**src/hw/rtl/delimited_frame_length_checker_top_macros.svh**
```systemverilog
// assertion helpers for the frame length checker
// both expect signals named clk and rst_n in the enclosing module
`ifndef DELIMITED_FRAME_LENGTH_CHECKER_TOP_MACROS_SVH
`define DELIMITED_FRAME_LENGTH_CHECKER_TOP_MACROS_SVH

// same-cycle implication
`define DFLC_ASSERT_NOW(lbl, ante, cons) \
  lbl: assert property (@(posedge clk) disable iff (!rst_n) (ante) |-> (cons)) \
    else $error("dflc same-cycle check failed");

// next-cycle implication
`define DFLC_ASSERT_NEXT(lbl, ante, cons) \
  lbl: assert property (@(posedge clk) disable iff (!rst_n) (ante) |=> (cons)) \
    else $error("dflc next-cycle check failed");

`endif

```
**src/hw/rtl/dflc_pkg.sv**
```systemverilog
package dflc_pkg;

  localparam int LENGTH_OFFSET   = 6;
  localparam int LENGTH_DIGITS   = 4;
  localparam int FIELD_END       = LENGTH_OFFSET + LENGTH_DIGITS;
  localparam int MIN_FRAME_BYTES = 10;
  localparam int COUNT_CAP       = 10000;

  localparam int BYTE_W   = 8;
  localparam int CNT_W    = 14;
  localparam int STATUS_W = 3;
  localparam int CFG_IDX_W = 8;
  // wide enough for cap * 10 + 9
  localparam int ACC_W    = 17;

  localparam logic [CFG_IDX_W-1:0] REG_START_DELIM = 8'd0;
  localparam logic [CFG_IDX_W-1:0] REG_END_DELIM   = 8'd1;

  localparam logic [BYTE_W-1:0] START_DELIM_RST = 8'h2A;
  localparam logic [BYTE_W-1:0] END_DELIM_RST   = 8'h23;

  typedef enum logic [STATUS_W-1:0] {
    ST_DROPPED  = 3'd0,
    ST_PAYLOAD  = 3'd1,
    ST_GOOD     = 3'd2,
    ST_SHORT    = 3'd3,
    ST_MISMATCH = 3'd4,
    ST_RESTART  = 3'd5
  } status_t;

  typedef struct packed {
    status_t           status;
    logic [BYTE_W-1:0] data_byte;
    logic [CNT_W-1:0]  byte_index;
    logic [CNT_W-1:0]  frame_length;
  } result_t;

endpackage

```
**src/hw/rtl/dflc_intf.sv**
```systemverilog
interface dflc_in_if;
  logic                        valid;
  logic                        ready;
  logic [dflc_pkg::BYTE_W-1:0] rx_byte;

  modport source (output valid, output rx_byte, input ready);
  modport sink   (input valid, input rx_byte, output ready);
endinterface

interface dflc_out_if;
  logic                          valid;
  logic                          ready;
  logic [dflc_pkg::STATUS_W-1:0] status;
  logic [dflc_pkg::BYTE_W-1:0]   data_byte;
  logic [dflc_pkg::CNT_W-1:0]    byte_index;
  logic [dflc_pkg::CNT_W-1:0]    frame_length;

  modport source (output valid, output status, output data_byte, output byte_index,
                  output frame_length, input ready);
  modport sink   (input valid, input status, input data_byte, input byte_index,
                  input frame_length, output ready);
endinterface

interface dflc_cfg_if;
  logic                           valid;
  logic                           ready;
  logic [dflc_pkg::CFG_IDX_W-1:0] idx;
  logic [dflc_pkg::BYTE_W-1:0]    wdata;

  modport source (output valid, output idx, output wdata, input ready);
  modport sink   (input valid, input idx, input wdata, output ready);
endinterface

```
**src/hw/rtl/dflc_frame_core.sv**
```systemverilog
module dflc_frame_core (
  input  logic                        clk,
  input  logic                        rst_n,
  input  logic                        step,
  input  logic [dflc_pkg::BYTE_W-1:0] rx_byte,
  input  logic [dflc_pkg::BYTE_W-1:0] start_delim,
  input  logic [dflc_pkg::BYTE_W-1:0] end_delim,
  output dflc_pkg::result_t           res
);

  logic                       in_frame_r, in_frame_nxt;
  logic [dflc_pkg::CNT_W-1:0] byte_count_r, byte_count_nxt;
  logic [dflc_pkg::CNT_W-1:0] decl_len_r, decl_len_nxt;
  logic                       len_bad_r, len_bad_nxt;

  logic                       in_field;
  logic                       is_digit;
  logic [dflc_pkg::ACC_W-1:0] acc;
  dflc_pkg::status_t          verdict;

  assign in_field = (byte_count_r >= dflc_pkg::CNT_W'(dflc_pkg::LENGTH_OFFSET)) &&
                    (byte_count_r <  dflc_pkg::CNT_W'(dflc_pkg::FIELD_END));
  assign is_digit = rx_byte inside {[8'h30:8'h39]};
  assign acc = dflc_pkg::ACC_W'(decl_len_r) * dflc_pkg::ACC_W'(10) +
               dflc_pkg::ACC_W'(rx_byte - 8'h30);

  // judgement at the end delimiter
  always_comb begin
    if (byte_count_r < dflc_pkg::CNT_W'(dflc_pkg::MIN_FRAME_BYTES)) begin
      verdict = dflc_pkg::ST_SHORT;
    end else if (len_bad_r ||
                 (byte_count_r < dflc_pkg::CNT_W'(dflc_pkg::FIELD_END)) ||
                 (decl_len_r != byte_count_r)) begin
      verdict = dflc_pkg::ST_MISMATCH;
    end else begin
      verdict = dflc_pkg::ST_GOOD;
    end
  end

  always_comb begin
    in_frame_nxt   = in_frame_r;
    byte_count_nxt = byte_count_r;
    decl_len_nxt   = decl_len_r;
    len_bad_nxt    = len_bad_r;
    res            = '{status: dflc_pkg::ST_DROPPED, data_byte: '0,
                       byte_index: '0, frame_length: '0};
    if (!in_frame_r) begin
      if (rx_byte == start_delim) begin
        in_frame_nxt   = 1'b1;
        byte_count_nxt = '0;
        decl_len_nxt   = '0;
        len_bad_nxt    = 1'b0;
      end
    end else if (rx_byte == end_delim) begin
      res.status       = verdict;
      res.frame_length = byte_count_r;
      in_frame_nxt     = 1'b0;
      byte_count_nxt   = '0;
      decl_len_nxt     = '0;
      len_bad_nxt      = 1'b0;
    end else if (rx_byte == start_delim) begin
      res.status       = dflc_pkg::ST_RESTART;
      res.frame_length = byte_count_r;
      byte_count_nxt   = '0;
      decl_len_nxt     = '0;
      len_bad_nxt      = 1'b0;
    end else begin
      res.status     = dflc_pkg::ST_PAYLOAD;
      res.data_byte  = rx_byte;
      res.byte_index = byte_count_r;
      if (in_field) begin
        if (is_digit) begin
          if (acc > dflc_pkg::ACC_W'(dflc_pkg::COUNT_CAP)) begin
            decl_len_nxt = dflc_pkg::CNT_W'(dflc_pkg::COUNT_CAP);
          end else begin
            decl_len_nxt = acc[dflc_pkg::CNT_W-1:0];
          end
        end else begin
          len_bad_nxt = 1'b1;
        end
      end
      if (byte_count_r < dflc_pkg::CNT_W'(dflc_pkg::COUNT_CAP)) begin
        byte_count_nxt = byte_count_r + 1'b1;
      end
    end
  end

  always_ff @(posedge clk) begin
    if (!rst_n) begin
      in_frame_r   <= 1'b0;
      byte_count_r <= '0;
      decl_len_r   <= '0;
      len_bad_r    <= 1'b0;
    end else if (step) begin
      in_frame_r   <= in_frame_nxt;
      byte_count_r <= byte_count_nxt;
      decl_len_r   <= decl_len_nxt;
      len_bad_r    <= len_bad_nxt;
    end
  end

endmodule

```
**src/hw/rtl/delimited_frame_length_checker_top.sv**
```systemverilog
// an accepted input transaction passes the input register, then the result register, to reach out_ch
// throughput: one byte per cycle, sustained while out_ch.ready stays high
// one result transaction per input transaction, in order
// reset (rst_n low, synchronous): pipeline emptied, hunting for a start
// delimiter, counters cleared, delimiters back to '*' and '#'
`include "delimited_frame_length_checker_top_macros.svh"

module delimited_frame_length_checker_top (
  input  logic        clk,
  input  logic        rst_n,
  dflc_in_if.sink     in_ch,
  dflc_out_if.source  out_ch,
  dflc_cfg_if.sink    cfg_ch
);

  // delimiter registers; the user must write them only while the pipeline is idle, the block does not enforce it
  logic [dflc_pkg::BYTE_W-1:0] start_delim_r;
  logic [dflc_pkg::BYTE_W-1:0] end_delim_r;

  // input register stage
  logic                        in_valid_r;
  logic [dflc_pkg::BYTE_W-1:0] in_byte_r;

  // result register stage
  logic                        out_valid_r;
  dflc_pkg::result_t           out_res_r;

  logic                        out_adv;
  logic                        in_take;
  dflc_pkg::result_t           core_res;

  // result register may load when empty or being drained this cycle
  assign out_adv = !out_valid_r || out_ch.ready;
  // input register may load when empty or moving into the result register
  assign in_ch.ready = !in_valid_r || out_adv;
  assign in_take     = in_ch.valid && in_ch.ready;

  assign cfg_ch.ready = 1'b1;

  // config writes; indexes beyond the register list are ignored
  always_ff @(posedge clk) begin
    if (!rst_n) begin
      start_delim_r <= dflc_pkg::START_DELIM_RST;
      end_delim_r   <= dflc_pkg::END_DELIM_RST;
    end else if (cfg_ch.valid) begin
      case (cfg_ch.idx)
        dflc_pkg::REG_START_DELIM: start_delim_r <= cfg_ch.wdata;
        dflc_pkg::REG_END_DELIM:   end_delim_r   <= cfg_ch.wdata;
        default: ;
      endcase
    end
  end

  // stage 1: capture the received byte
  always_ff @(posedge clk) begin
    if (!rst_n) begin
      in_valid_r <= 1'b0;
    end else if (in_ch.ready) begin
      in_valid_r <= in_ch.valid;
    end
  end

  always_ff @(posedge clk) begin
    if (in_take) begin
      in_byte_r <= in_ch.rx_byte;
    end
  end

  // frame state and per-byte decision; state moves only when the byte leaves stage 1
  dflc_frame_core u_core (
    .clk         (clk),
    .rst_n       (rst_n),
    .step        (in_valid_r && out_adv),
    .rx_byte     (in_byte_r),
    .start_delim (start_delim_r),
    .end_delim   (end_delim_r),
    .res         (core_res)
  );

  // stage 2: result register, holds while out_ch stalls
  always_ff @(posedge clk) begin
    if (!rst_n) begin
      out_valid_r <= 1'b0;
    end else if (out_adv) begin
      out_valid_r <= in_valid_r;
    end
  end

  always_ff @(posedge clk) begin
    if (out_adv && in_valid_r) begin
      out_res_r <= core_res;
    end
  end

  assign out_ch.valid        = out_valid_r;
  assign out_ch.status       = out_res_r.status;
  assign out_ch.data_byte    = out_res_r.data_byte;
  assign out_ch.byte_index   = out_res_r.byte_index;
  assign out_ch.frame_length = out_res_r.frame_length;

  // a byte leaving stage 1 always shows up as a result next cycle
  `DFLC_ASSERT_NEXT(a_stage_moves, in_valid_r && out_adv, out_valid_r)
  // payload results never carry a frame length
  `DFLC_ASSERT_NOW(a_payload_no_len,
                   out_valid_r && out_res_r.status == dflc_pkg::ST_PAYLOAD,
                   out_res_r.frame_length == '0)
  // a good frame is never shorter than the minimum
  `DFLC_ASSERT_NOW(a_good_min_len,
                   out_valid_r && out_res_r.status == dflc_pkg::ST_GOOD,
                   out_res_r.frame_length >= dflc_pkg::CNT_W'(dflc_pkg::MIN_FRAME_BYTES))
  // byte indexes stay within the saturation cap
  `DFLC_ASSERT_NOW(a_index_cap, out_valid_r,
                   out_res_r.byte_index <= dflc_pkg::CNT_W'(dflc_pkg::COUNT_CAP))

endmodule

```
**src/flat_wrapper.sv**
```systemverilog
// flat-port wrapper written by rule: the top's interface ports become plain ports
module delimited_frame_length_checker_top_flat 
  (clk, rst_n, in_ch_valid, in_ch_rx_byte, in_ch_ready, out_ch_valid, out_ch_status, out_ch_data_byte, out_ch_byte_index, out_ch_frame_length, out_ch_ready, cfg_ch_valid, cfg_ch_idx, cfg_ch_wdata, cfg_ch_ready);
  dflc_in_if in_ch_i ();
  dflc_out_if out_ch_i ();
  dflc_cfg_if cfg_ch_i ();
  input  logic clk;
  input  logic rst_n;
  input wire logic [$bits(in_ch_i.valid)-1:0] in_ch_valid;
  input wire logic [$bits(in_ch_i.rx_byte)-1:0] in_ch_rx_byte;
  output wire logic [$bits(in_ch_i.ready)-1:0] in_ch_ready;
  output wire logic [$bits(out_ch_i.valid)-1:0] out_ch_valid;
  output wire logic [$bits(out_ch_i.status)-1:0] out_ch_status;
  output wire logic [$bits(out_ch_i.data_byte)-1:0] out_ch_data_byte;
  output wire logic [$bits(out_ch_i.byte_index)-1:0] out_ch_byte_index;
  output wire logic [$bits(out_ch_i.frame_length)-1:0] out_ch_frame_length;
  input wire logic [$bits(out_ch_i.ready)-1:0] out_ch_ready;
  input wire logic [$bits(cfg_ch_i.valid)-1:0] cfg_ch_valid;
  input wire logic [$bits(cfg_ch_i.idx)-1:0] cfg_ch_idx;
  input wire logic [$bits(cfg_ch_i.wdata)-1:0] cfg_ch_wdata;
  output wire logic [$bits(cfg_ch_i.ready)-1:0] cfg_ch_ready;
  assign in_ch_i.valid = in_ch_valid;
  assign in_ch_i.rx_byte = in_ch_rx_byte;
  assign in_ch_ready = in_ch_i.ready;
  assign out_ch_valid = out_ch_i.valid;
  assign out_ch_status = out_ch_i.status;
  assign out_ch_data_byte = out_ch_i.data_byte;
  assign out_ch_byte_index = out_ch_i.byte_index;
  assign out_ch_frame_length = out_ch_i.frame_length;
  assign out_ch_i.ready = out_ch_ready;
  assign cfg_ch_i.valid = cfg_ch_valid;
  assign cfg_ch_i.idx = cfg_ch_idx;
  assign cfg_ch_i.wdata = cfg_ch_wdata;
  assign cfg_ch_ready = cfg_ch_i.ready;
  delimited_frame_length_checker_top u_core (.clk(clk), .rst_n(rst_n), .in_ch(in_ch_i), .out_ch(out_ch_i), .cfg_ch(cfg_ch_i));
endmodule
```
**config.mk**
```make
export PLATFORM = sky130hd
export DESIGN_NAME = delimited_frame_length_checker_top_flat
export DESIGN_NICKNAME = d
export VERILOG_FILES = /design/src/hw/rtl/dflc_pkg.sv /design/src/hw/rtl/dflc_intf.sv /design/src/hw/rtl/dflc_frame_core.sv /design/src/hw/rtl/delimited_frame_length_checker_top.sv /design/src/flat_wrapper.sv
export VERILOG_INCLUDE_DIRS = /design/src /design/src/hw/rtl
export SDC_FILE = /design/constraint.sdc
export NUM_CORES = 1
export LEC_CHECK = 0
export ABC_AREA = 1
export BUFFER_PORTS_ARGS = -buffer_cell sky130_fd_sc_hd__buf_2
export CAP_MARGIN = 0
export CORE_ASPECT_RATIO = 0.6
export CORE_MARGIN = 2
export CORE_UTILIZATION = 40
export DETAILED_ROUTE_END_ITERATION = 10
export SLEW_MARGIN = 30
export SYNTH_ARGS = -nofsm -noshare
export SYNTH_HDL_FRONTEND = slang
export SYNTH_SLANG_ARGS = --single-unit
```
**constraint.sdc**
```tcl
create_clock -name clk -period 3.45 [get_ports clk]
set_input_delay 0.5175 -clock clk [delete_from_list [all_inputs] [get_ports clk]]
set_output_delay 0.5175 -clock clk [all_outputs]
set_load 0.02 [all_outputs]
```
# == Word level (Yosys, flattened, before mapping) ==
# Cells that the tools add are included.
# op_classes
n_mul,1
magnitude_cmp,6
n_addsub,3
shift,0
n_eq_ne,5
n_mux,26
n_reduce_logical,21
div,0
bitwise_logic,1
# ops
cell,n
two-way mux 14 bit,13
adder 17 bit,1
"greater-than comparator 17 x 14 -> 1 bit, second input constant",1
equality test 8 bit,2
"multiplier 14 x 3 -> 16 bit, second input constant",1
"adder 14 x 1 -> 14 bit, second input constant",1
"greater-or-equal comparator 14 x 3 -> 1 bit, second input constant",1
"< comparator 14 bit, second input constant",1
"< comparator 14 x 4 -> 1 bit, second input constant",1
inequality test 14 bit,1
two-way mux 3 bit,4
two-way mux 1 bit,9
nonzero test 3 bit,3
"subtractor 8 x 6 -> 9 bit, second input constant",1
"equality test 8 x 1 -> 1 bit, second input constant",1
"greater-or-equal comparator 8 x 6 -> 1 bit, second input constant",1
"less-or-equal comparator 8 x 6 -> 1 bit, second input constant",1
zero test 8 bit,1
AND reduction 4 bit,2
logical AND 1 bit,4
logical OR 1 bit,4
AND reduction 2 bit,2
"inequality test 3 x 1 -> 1 bit, second input constant",1
AND reduction 3 bit,1
other kinds (4),5
# word_totals
latchBits,0
mem_bits_ro,0
mem_bits_rw,0
mem_count,0
reg_bits,95

# == Logic depth before layout (Yosys ltp) ==
# logic_depth
depth_word,9
mapped_depth,26
ltp_nobuf,25

# == Modules after synthesis ==
# From an unflattened synthesis, not the netlist that was laid out.
# hier_totals
hier_cells,795
hier_area_um2,6177.2
# by_module_without_submodules
mod,seq_area_each_um2,area_each_um2,n_inst,cells_per_inst
dflc_frame_core,600.6,3960.0,1,635
delimited_frame_length_checker_top,1771.7,2217.1,1,160

# == Worst setup path after synthesis ==
# OpenSTA, ideal clock, no wires.
# synth_path
kind,flip-flop to flip-flop
start,register u_core.u_core.decl_len_r[1] (netlist name)
end,register u_core.u_core.decl_len_r[10] (netlist name)
t_arrival_ns,3.252
setup_slack_ns,0.066
path_buffers,1
stages_incl_launch_ff,27
period_less_slack_ns,3.384
cell_sequence,dfxtp_1 -> ha_1 -> ha_1 -> inv_1 -> fa_1 -> nand3b_1 -> nand2_1 -> a31oi_1 -> nor2_1 -> nor2_1 -> xor2_1 -> ha_1 -> nand2_1 -> inv_1 -> nand2_1 -> nand2_1 -> a21oi_1 -> nand2_1 -> nand2_1 -> nand2_1 -> nor2_1 -> nand2_1 -> inv_2 -> buf_4 -> nand3_1 -> nand2_1 -> a21oi_1
# synth_between
elab_chain_len,9
# synth_lines
element,line,rtl
from (decl),dflc_frame_core.sv:13,"logic [dflc_pkg::CNT_W-1:0] decl_len_r, decl_len_nxt;"
from (signal assigned),dflc_frame_core.sv:97,decl_len_r <= decl_len_nxt;
multiplier 14 x 3 -> 16 bit *,dflc_frame_core.sv:24,assign acc = dflc_pkg::ACC_W'(decl_len_r) * dflc_pkg::ACC_W'(10) +
adder 17 bit *,dflc_frame_core.sv:24,
greater-than comparator 17 x 14 -> 1 bit,dflc_frame_core.sv:73,if (acc > dflc_pkg::ACC_W'(dflc_pkg::COUNT_CAP)) begin
two-way mux 14 bit *,dflc_frame_core.sv:73,
two-way mux 14 bit *,dflc_frame_core.sv:72,if (is_digit) begin
two-way mux 14 bit *,dflc_frame_core.sv:71,if (in_field) begin
two-way mux 14 bit *,dflc_frame_core.sv:61,end else if (rx_byte == start_delim) begin
two-way mux 14 bit *,dflc_frame_core.sv:54,end else if (rx_byte == end_delim) begin
two-way mux 14 bit *,dflc_frame_core.sv:47,if (!in_frame_r) begin
# Every way passes the cells marked *; elsewhere a longest branch is shown, timed or not. The select of a mux whose other input is x is not followed.
# A chain may end at the register's enable or synchronous reset.

# == Final worst setup path ==
# layout_path
start,register u_core.u_core.decl_len_r[3] (netlist name)
end,register u_core.u_core.decl_len_r[10] (netlist name)
# The elaborated chain is that of the path after synthesis.

==> report_table.html <==
<table>
<tr><th>Metric</th><th>Value</th></tr>
<tr><th colspan="2">Critical path</th></tr>
<tr><td>FF-to-FF setup slack</td><td>-130 ps</td></tr>
<tr><td>Startpoint of the lowest-slack register-to-register path</td><td>u_core.u_core.decl_len_r[3]$_SDFFE_PN0P_</td></tr>
<tr><td>Worst Setup SP</td><td>u_core.u_core.decl_len_r[3]$_SDFFE_PN0P_</td></tr>
<tr><td>Depth of the most critical reg-to-reg path</td><td>21</td></tr>
<tr><td>Crit path largest cell delay</td><td>370 ps</td></tr>
<tr><td>Kind of start point of the critical path</td><td>flop</td></tr>
<tr><td>Worst Path Required</td><td>3710 ps</td></tr>
<tr><td>CP top delay family</td><td>simple AND/OR/NAND/NOR gates</td></tr>
<tr><td>Worst Setup Path Type</td><td>flop to flop</td></tr>
<tr><td>Terminus of the critical flop-to-flop path</td><td>u_core.u_core.decl_len_r[10]$_SDFFE_PN0P_</td></tr>
<tr><td>Buf+Inv Stages, Crit Path</td><td>2</td></tr>
<tr><td>Cell with the largest stage delay on the worst path</td><td>sky130_fd_sc_hd__dfxtp_4</td></tr>
<tr><td>Critical Path End</td><td>u_core.u_core.decl_len_r[10]$_SDFFE_PN0P_</td></tr>
<tr><td>Cell-by-cell listing of the critical path</td><td>ha_4, ha_4, inv_2, fa_2, nand3b_1, nand2_4, buf_4, a21oi_2, xnor2_2, ha_4, nand2_2, nor2_4, nand3_2, nand3_4, nand3_4, nand2_4, xor2_4, nand2_4, nand3_2, nand2_1, a21oi_1</td></tr>
<tr><td>Depth of the critical timing path with buffers and inverters included</td><td>21</td></tr>
<tr><td>Type of element capturing the critical path</td><td>flop</td></tr>
<tr><td>Largest fanout on the critical path</td><td>7</td></tr>
<tr><td>Worst endpoint data arrival time</td><td>3850 ps</td></tr>
<tr><th colspan="2">Drt</th></tr>
<tr><td>Starting DRT DRC Count</td><td>442</td></tr>
<tr><td>Routed vias/inst</td><td>5.00</td></tr>
<tr><td>Wire length per cell after detailed routing</td><td>14.9 microns</td></tr>
<tr><td>DRC violation count after routing</td><td>0</td></tr>
<tr><td>Via total after detailed routing</td><td>5458</td></tr>
<tr><td>Pre-antenna DRT Iters</td><td>5</td></tr>
<tr><td>Antenna viol nets, final</td><td>0</td></tr>
<tr><td>Wirelength, routed</td><td>16300 microns</td></tr>
<tr><th colspan="2">Timing</th></tr>
<tr><td>Number of slew-limit violations in the final report</td><td>0</td></tr>
<tr><td>Hold violation count in the final report</td><td>0</td></tr>
<tr><td>Worst-Margin Slew</td><td>819 ps</td></tr>
<tr><td>Final sum of negative setup slack</td><td>-1280 ps</td></tr>
<tr><td>Worst slew margin relative to its limit</td><td>0.454</td></tr>
<tr><td>Fin Hold WS</td><td>345 ps</td></tr>
<tr><td>Final setup vio count</td><td>14</td></tr>
<tr><td>Share of the clock period used by the worst path after layout</td><td>1.04</td></tr>
<tr><td>Setup WS post-layout</td><td>-134 ps</td></tr>
<tr><td>Worst clock skew</td><td>8.81 ps</td></tr>
<tr><td>Final min period</td><td>3580 ps</td></tr>
<tr><td>Fmax</td><td>279 MHz</td></tr>
<tr><td>Setup repair after global routing missed its margin</td><td>yes</td></tr>
<tr><th colspan="2">Yosys</th></tr>
<tr><td>Asr flop ratio synth</td><td>0</td></tr>
<tr><td>Number of distinct standard cells referenced by the synthesized netlist</td><td>51</td></tr>
<tr><td>Top-count cell post-synth</td><td>sky130_fd_sc_hd__nand2_1</td></tr>
<tr><td>Most common flop cell mapped by yosys</td><td>sky130_fd_sc_hd__dfxtp_1</td></tr>
<tr><td>Synth Area per Inst</td><td>7.82 sq um</td></tr>
<tr><td>Seq/Total Area, Yosys</td><td>0.399</td></tr>
<tr><td>Syn_nets</td><td>832</td></tr>
<tr><td>Post-synthesis cell area</td><td>0.00594 sq mm</td></tr>
<tr><td>Most frequent cells after synthesis</td><td>sky130_fd_sc_hd__nand2_1 (173), sky130_fd_sc_hd__nor2_1 (97), sky130_fd_sc_hd__inv_1 (87)</td></tr>
<tr><td>Count of state elements after synthesis</td><td>95</td></tr>
<tr><td>Count of synthesis-stage warnings from yosys</td><td>0</td></tr>
<tr><td>Most area-hungry cell type in the Yosys netlist</td><td>sky130_fd_sc_hd__edfxtp_1</td></tr>
<tr><td>Top-area cell type share of the netlist area</td><td>0.238</td></tr>
<tr><td>Number of instances in the synthesized netlist</td><td>760</td></tr>
<tr><td>Number of flops mapped to enable cells by yosys</td><td>47</td></tr>
<tr><td>Most area-consuming cells after synthesis</td><td>sky130_fd_sc_hd__edfxtp_1 (24%), sky130_fd_sc_hd__dfxtp_1 (16%), sky130_fd_sc_hd__nand2_1 (11%)</td></tr>
<tr><th colspan="2">Floorplan</th></tr>
<tr><td>Width of the die</td><td>161 microns</td></tr>
<tr><td>Initial standard-cell utilization of the core</td><td>0.410</td></tr>
<tr><td>Area of the die</td><td>0.0159 sq mm</td></tr>
<tr><td>Core area</td><td>0.0145 sq mm</td></tr>
<tr><td>I/O pin total</td><td>71</td></tr>
<tr><td>Vertical die dimension</td><td>98.4 microns</td></tr>
<tr><td>Standard-cell row count</td><td>34</td></tr>
<tr><th colspan="2">Final layout</th></tr>
<tr><td>Number of nets in the layout</td><td>961</td></tr>
<tr><td>Cell area after layout</td><td>0.00784 sq mm</td></tr>
<tr><td>Area added between synthesis and finish</td><td>31.9%</td></tr>
<tr><td>Total inserted antenna cells</td><td>0</td></tr>
<tr><td>Share of cells above drive strength 1</td><td>0.305</td></tr>
<tr><th colspan="2">GRT</th></tr>
<tr><td>Total global routing overflow</td><td>0</td></tr>
<tr><td>Wire length of the first global-routing pass</td><td>25800 microns</td></tr>
<tr><td>Number of antenna violations at the first check in global routing</td><td>0</td></tr>
<tr><td>Maximum number of pins on one net before global-route repair</td><td>38</td></tr>
<tr><td>Via count of the first global-routing pass</td><td>4933</td></tr>
<tr><td>GRT Total Usage</td><td>0.203</td></tr>
<tr><th colspan="2">Clocking</th></tr>
<tr><td>Sinks on Clock Net</td><td>95</td></tr>
<tr><td>Cell chosen for the clock root</td><td>sky130_fd_sc_hd__clkbuf_16</td></tr>
<tr><td>Max H-tree Level</td><td>3</td></tr>
<tr><td>Clock-pin slew on the worst setup and hold paths</td><td>70 ps</td></tr>
<tr><td>Number of hold buffers added after cts</td><td>0</td></tr>
<tr><td>Total clock buffers created by CTS</td><td>9</td></tr>
<tr><td>TritonCTS clock tree</td><td>done</td></tr>
<tr><td>Bufs on Longest Clock Path</td><td>2</td></tr>
<tr><td>Insertion delay to the later sink of the worst-skew pair</td><td>340 ps</td></tr>
<tr><th colspan="2">Power</th></tr>
<tr><td>Total power per unit cell area</td><td>304 mW/mm^2</td></tr>
<tr><td>Post-route total power</td><td>2.38 mW</td></tr>
<tr><td>Static leakage power</td><td>3.46 nW</td></tr>
<tr><td>Maximum ir drop on the vdd rail</td><td>201 uV</td></tr>
<tr><th colspan="2">Placed design</th></tr>
<tr><td>Final weighted congestion in routability-driven placement</td><td>0.869</td></tr>
<tr><td>Placed wire-length estimate after detailed placement</td><td>11900 microns</td></tr>
<tr><td># port buffers</td><td>69</td></tr>
<tr><td>Worst slack after detailed placement</td><td>-402 ps</td></tr>
<tr><td>Cell Area, Placed</td><td>0.00681 sq mm</td></tr>
<tr><th colspan="2">Run</th></tr>
<tr><td>Max-capacitance violation count</td><td>0</td></tr>
<tr><th colspan="2">Outcome</th></tr>
<tr><td>Outcome</td><td>complete, but fails checks</td></tr>
<tr><td>Violated checks</td><td>setup timing</td></tr>
<tr><th colspan="2">Worst hold path</th></tr>
<tr><td>Min-Delay Path Class</td><td>input port to flop</td></tr>
</table>
==> report_power, final <==
group	switching [mW]	internal [mW]
Sequential	0.0133	1.20
Clock	0.423	0.489
Combinational	0.163	0.0924
==> state kept, by name, indices dropped and copies added (netlist names), 3 cells and up <==
register / cells
u_core.u_core.decl_len_r: 14
u_core.out_ch.frame_length: 14
u_core.out_ch.byte_index: 14
u_core.in_byte_r: 8
u_core.start_delim_r: 8
u_core.end_delim_r: 8
u_core.out_ch.status: 3
u_core.out_ch.data_byte: 8
u_core.u_core.byte_count_r: 14
==> stage by stage <==
step,utilization,std cells
floorplan,-,760
global placement,0.469,1061
detailed placement,0.469,1061
CTS,0.509,1085
global route,0.540,1092
finish,0.540,1092
==> cell type report <==
cell class | count | area, sq um
Timing Repair Buffer | 132 | 830
Clock buffer | 11 | 233
Fill cell | 1381 | 6670
Multi-Input combinational cell | 553 | 3720
Tap cell | 198 | 248
Clock inverter | 5 | 35.0
Inverter | 97 | 372
Timing Repair inverter | 1 | 7.51
Sequential cell | 95 | 2390
==> logic make-up after synthesis <==
family / Yosys count / synth area share
other: 1 / 0.000631
buffers and inverters: 113 / 0.0788
xor gates and xnor gates: 37 / 0.0571
and+or+nand+nor: 379 / 0.280
adders and majority gates: 43 / 0.0931
DFF: 95 / 0.399
AOI/OAI and AO/OA: 92 / 0.0912
==> routing by layer <==
metal	wire length, microns	global-route usage	up-vias
li1	-	-	2767
met1	8560	0.330	2510
met2	6570	0.272	171
met3	1090	0.0493	10
met4	84	0.0282	0
met5	0	0	-
==> worst min path at each step <==
stage | from | to | slack [ps] | cells past startpoint
floorplan | u_core.u_core.len_bad_r$_SDFFE_PN0P_ | u_core.u_core.len_bad_r$_SDFFE_PN0P_ | 420 | 2
global placement | u_core.end_delim_r[6]$_SDFFE_PN0P_ | u_core.end_delim_r[6]$_SDFFE_PN0P_ | 470 | 2
detailed placement | u_core.end_delim_r[4]$_SDFFE_PN0P_ | u_core.end_delim_r[4]$_SDFFE_PN0P_ | 470 | 2
CTS | in_ch_rx_byte[0] | u_core.in_byte_r[0]$_DFFE_PP_ | 340 | 1
global route | in_ch_rx_byte[2] | u_core.in_byte_r[2]$_DFFE_PP_ | 340 | 1
finish | in_ch_rx_byte[0] | u_core.in_byte_r[0]$_DFFE_PP_ | 340 | 1
==> placed cells by master, fill, tap and decap left out, types with 4 or more instances in the layout <==
| master | synthesis | final |
|---|---|---|
| sky130_fd_sc_hd__xnor2_1 | 19 | 17 |
| sky130_fd_sc_hd__o211ai_1 | 4 | 4 |
| sky130_fd_sc_hd__nand4_1 | 22 | 22 |
| sky130_fd_sc_hd__buf_2 | 3 | 69 |
| sky130_fd_sc_hd__nand3_1 | 50 | 38 |
| sky130_fd_sc_hd__a21oi_1 | 50 | 37 |
| sky130_fd_sc_hd__nand2_2 | 3 | 17 |
| sky130_fd_sc_hd__a21oi_2 | 1 | 13 |
| sky130_fd_sc_hd__nor2_1 | 97 | 89 |
| sky130_fd_sc_hd__ha_4 | 0 | 20 |
| sky130_fd_sc_hd__nor3_1 | 13 | 12 |
| sky130_fd_sc_hd__nand3b_1 | 4 | 4 |
| sky130_fd_sc_hd__nand2_4 | 3 | 11 |
| sky130_fd_sc_hd__xor2_1 | 16 | 13 |
| sky130_fd_sc_hd__dfxtp_1 | 48 | 42 |
| sky130_fd_sc_hd__nand2_1 | 173 | 152 |
| sky130_fd_sc_hd__nand3_2 | 2 | 11 |
| sky130_fd_sc_hd__edfxtp_1 | 47 | 47 |
| sky130_fd_sc_hd__dfxtp_4 | 0 | 5 |
| sky130_fd_sc_hd__o21ai_0 | 18 | 15 |
| sky130_fd_sc_hd__inv_2 | 8 | 12 |
| sky130_fd_sc_hd__buf_4 | 2 | 60 |
| sky130_fd_sc_hd__nor2_2 | 3 | 7 |
| sky130_fd_sc_hd__ha_1 | 41 | 20 |
| sky130_fd_sc_hd__inv_1 | 87 | 82 |
| sky130_fd_sc_hd__clkbuf_16 | 0 | 9 |
| sky130_fd_sc_hd__nor2_4 | 1 | 5 |
==> timing repair <==
item / in CTS / in global routing
pin swaps: 22 / 53
endpoints found under the setup margin: 14 / 14
cloned: 2 / 0
gates resized for setup: 59 / 75
buffers inserted: 6 / 7
No activity file was read; power rests on OpenSTA's default activity.
